**src/sv/dfa_pkg.sv**
```systemverilog
package dfa_pkg;

   // Default automaton size.
   localparam int STATE_BITS_DEF  = 6;
   localparam int SYMBOL_BITS_DEF = 8;

   // Fixed widths of the request and response fields.
   localparam int MODE_W   = 3;
   localparam int STATE_W  = 6;
   localparam int SYMBOL_W = 8;

   // Request mode codes.
   localparam logic [MODE_W-1:0] MODE_LOAD   = 3'd0;
   localparam logic [MODE_W-1:0] MODE_FINAL  = 3'd1;
   localparam logic [MODE_W-1:0] MODE_START  = 3'd2;
   localparam logic [MODE_W-1:0] MODE_SYMBOL = 3'd3;
   localparam logic [MODE_W-1:0] MODE_END    = 3'd4;

   // Decoded operation carried from the front end to the back end.
   typedef enum logic [2:0] {
      OP_LOAD,
      OP_FINAL,
      OP_START,
      OP_SYMBOL,
      OP_END
   } op_type;

   typedef struct packed {
      op_type                op;
      logic [STATE_W-1:0]    state_id;
      logic [SYMBOL_W-1:0]   symbol;
      logic [STATE_W-1:0]    next_state;
      logic                  final_flag;
   } cmd_type;

   // Back end state machine, one-hot.
   typedef enum logic [2:0] {
      BK_RUN = 3'b001,
      BK_SYM = 3'b010,
      BK_END = 3'b100
   } bk_state_type;

endpackage

```
**src/sv/dfa_cmd_queue.sv**
```systemverilog
module dfa_cmd_queue (
   input  logic             clock,
   input  logic             reset,
   input  logic             push,
   input  dfa_pkg::cmd_type push_cmd,
   output logic             full,
   input  logic             pop,
   output logic             valid,
   output dfa_pkg::cmd_type head_cmd
);

   dfa_pkg::cmd_type entry_ff [2];
   logic             wr_ptr_ff, wr_ptr_in;
   logic             rd_ptr_ff, rd_ptr_in;
   logic [1:0]       count_ff, count_in;

   always_comb begin
      wr_ptr_in = wr_ptr_ff ^ push;
      rd_ptr_in = rd_ptr_ff ^ pop;
      count_in  = count_ff + {1'b0, push} - {1'b0, pop};
   end

   always_ff @(posedge clock) begin
      if (reset) begin
         wr_ptr_ff <= 1'b0;
         rd_ptr_ff <= 1'b0;
         count_ff  <= 2'd0;
      end else begin
         wr_ptr_ff <= wr_ptr_in;
         rd_ptr_ff <= rd_ptr_in;
         count_ff  <= count_in;
      end
   end

   always_ff @(posedge clock) begin
      if (push) begin
         entry_ff[wr_ptr_ff] <= push_cmd;
      end
   end

   assign full     = count_ff[1];
   assign valid    = count_ff != 2'd0;
   assign head_cmd = entry_ff[rd_ptr_ff];

endmodule

```
**config.mk**
```make
export PLATFORM = sky130hd
export DESIGN_NAME = dfa_cmd_queue
export DESIGN_NICKNAME = d
export VERILOG_FILES = /design/src/sv/dfa_pkg.sv /design/src/sv/dfa_cmd_queue.sv
export SDC_FILE = /design/constraint.sdc
export NUM_CORES = 1
export LEC_CHECK = 0
export ABC_AREA = 0
export BUFFER_PORTS_ARGS = -buffer_cell sky130_fd_sc_hd__buf_2
export CAP_MARGIN = 20
export CORE_MARGIN = 2
export CORE_UTILIZATION = 50
export CTS_CLUSTER_DIAMETER = 80
export CTS_CLUSTER_SIZE = 10
export DETAILED_ROUTE_END_ITERATION = 6
export PLACE_DENSITY = 0.76
export SYNTH_ARGS = -nofsm -noshare
export SYNTH_HDL_FRONTEND = slang
export SYNTH_SLANG_ARGS = --single-unit
```
**constraint.sdc**
```tcl
create_clock -name clock -period 2.6 [get_ports clock]
set_clock_uncertainty 0.1 [all_clocks]
set_input_delay 0.26 -clock clock [delete_from_list [all_inputs] [get_ports clock]]
set_output_delay 0.26 -clock clock [all_outputs]
set_load 0.01 [all_outputs]
```
==> impl_metrics.toml <==
[power_and_ir_drop]
power_frac_clock = 0.250
leakage_nw = 0.982
p_int_mw = 1.30
p_sw_mw = 0.361
p_total_mw = 1.66
power_frac_comb = 0.154
p_per_area_mw_per_mm2 = 686
peakVddDrop_mv = 0.426
seq_power_share = 0.597
sw_frac_of_total = 0.217

[timing]
setup-violations-final = 0
fmax_mhz = 556
finalCriticalPeriod_ps = 1800
final_hold_viol_count = 0
finalCritPeriodShare = 0.692
relSlewSlack = 0.761
drv_slew = 0
whs_ps = 51.3
setup_slack_ps = 801
tightest_slew_ps = 358
rsz0062_at_grt = "false"
finalSetupTns_ps = 0

[cells_and_area]
fin_area_mm2 = 0.00242
drive_above_1_share = 0.568
fillCellCount = 286
final_core_util = 0.614
multi_input_area_um2 = 447
syn2layout_area_growth_pct = 19.2
fin_cells = 205
num-nets-final = 186
seqCellArea_mm2 = 0.00152
antenna_cells = 0

[synthesis]
netlist_area_mm2 = 0.00203
ys_warn_count = 0
synth_area_leaders = "edfxtp_1 71%, mux2_4 14%, dfxtp_1 3.9%"
yosysTopAreaCellShare = 0.710
synth_area_per_cell_um2 = 21.8
synth_fp_nets = 125
seq_area_frac_synth = 0.749
ys.flop_type = "edfxtp_1"
async_reset_ff_frac = 0
yosysMostFrequentCell = "edfxtp_1"
yosys.area.top_type = "edfxtp_1"
synth_commonest_cells = "48 x edfxtp_1, 19 x mux2_4, 5 x mux2_2"
ys_types = 13
synth_edf_count = 48
synth-seq-cells = 52
synthCells = 93

[setup_path]
cp.required_ps = 2240
cp-end-kind = "primary output"
critPathMaxFanout = 17
startpoint_type = "flop"
arrival_ps = 1440
setup.worst_path.class = "flop to primary output"

[placed_design]
dp_hpwl_mm = 2.05
dp_slack_ps = 1090
gp_congestion = 0.669
io_buffers = 53
dpl.cell_count = 197
post_dp_cell_area_mm2 = 0.00234

[die]
die_y_um = 67.7
dieArea_mm2 = 0.00459
row_count = 23
initial_core_util = 0.515
core-area_mm2 = 0.00394
die_w_um = 67.7
io-pin-count = 54

[global_routing]
grt_pass1_wl_mm = 4.27
grt_pass1_vias = 923
grt_max_degree = 18
antenna_found_initial = 0
overflow = 0
grt_usage = 0.135

[clocking]
path_clk_slew_ps = 80
cts_root_buffer = "clkbuf_8"
cts_buffer_depth = 2
htree_levels = 2
cts.repair.resized = 0
cts_hold_buf = 0
clock_latency_ps = 290
cts_tree = "yes"
cts_setup_buffers = 0
cts_buffers = 5
clkSinkCount = 52

[routing]
routed_wl_mm = 2.84
drtIter0Drc = 21
avgRoutedWirePerCell_um = 13.8
drt-pass1-iter-count = 4
remaining_drc_errors = 0
ant_nets = 0
num_vias = 972
viasPerCell = 4.74

[hold_path]
hp-class = "input port to flop"

[flow_run]
max-cap-violations = 0

[run_status]
run_status = "completed"
[kinds of logic (layout without fill, tap and decap cells)]
group	Yosys count	in the layout	share of synthesized area
flops	52	52	0.749
mux	24	24	0.168
buf+inv	6	68	0.0308
simple gates	5	5	0.0117
fa+ha+maj	4	4	0.0246
xor+xnor	2	2	0.0154
[placed cells by master, fill, tap and decap left out, drive strengths merged]
cell      count
buf          57
clkbuf        6
clkinv        1
clkinvlp      1
dfxtp         4
edfxtp       48
ha            4
inv           3
mux2         24
nor2          3
nor2b         1
or2           1
xnor2         1
xnor3         1
[power by group through the flow]
stage | registers, mW | logic [mW] | clock network, mW
after floorplan | 1.01 | 0.177 | 0
after CTS | 0.992 | 0.260 | 0.431
after detailed placement | 1.01 | 0.260 | 0
after global placement | 1.01 | 0.254 | 0
final | 0.991 | 0.255 | 0.415
after global routing | 0.997 | 0.279 | 0.468
[final cells by class]
class                      count  share of cell area
sequential                    52               0.628
timing repair buffer          57               0.122
clock buffer                   6              0.0300
clock inverter                 2             0.00465
multi-input combinational     35               0.184
tap                           50              0.0258
inverter                       3             0.00465
[routing by layer]
metal  vias up  GRT usage  wire, µm
li1        473          -         -
met1       464      0.157      1140
met2        33      0.210      1430
met3         2     0.0617       234
met4         0     0.0689        29
met5         -          0         0
[path summary, 6_finish.rpt]
path              depth (start not counted)         endpoint    startpoint  slack (ps)
setup reg to reg                          3   entry_ff[0][2]     wr_ptr_ff        1120
hold / removal                            1  entry_ff[0][21]  push_cmd[21]          50
setup / recovery                          3      head_cmd[0]     rd_ptr_ff         800
hold reg to reg                           3        wr_ptr_ff     wr_ptr_ff         480
[sequential cells by signal, summed over array words and instances, names as in the netlist]
name / flops
count_ff: 2
wr_ptr_ff: 1
entry_ff: 48
rd_ptr_ff: 1
[worst max-delay path, stage by stage, from the launching register on]
cell and delay [ps]:
dfxtp_1 330, buf_4 290, mux2_2 380, buf_2 140
Note: power is estimated with default switching activity, not from simulation.
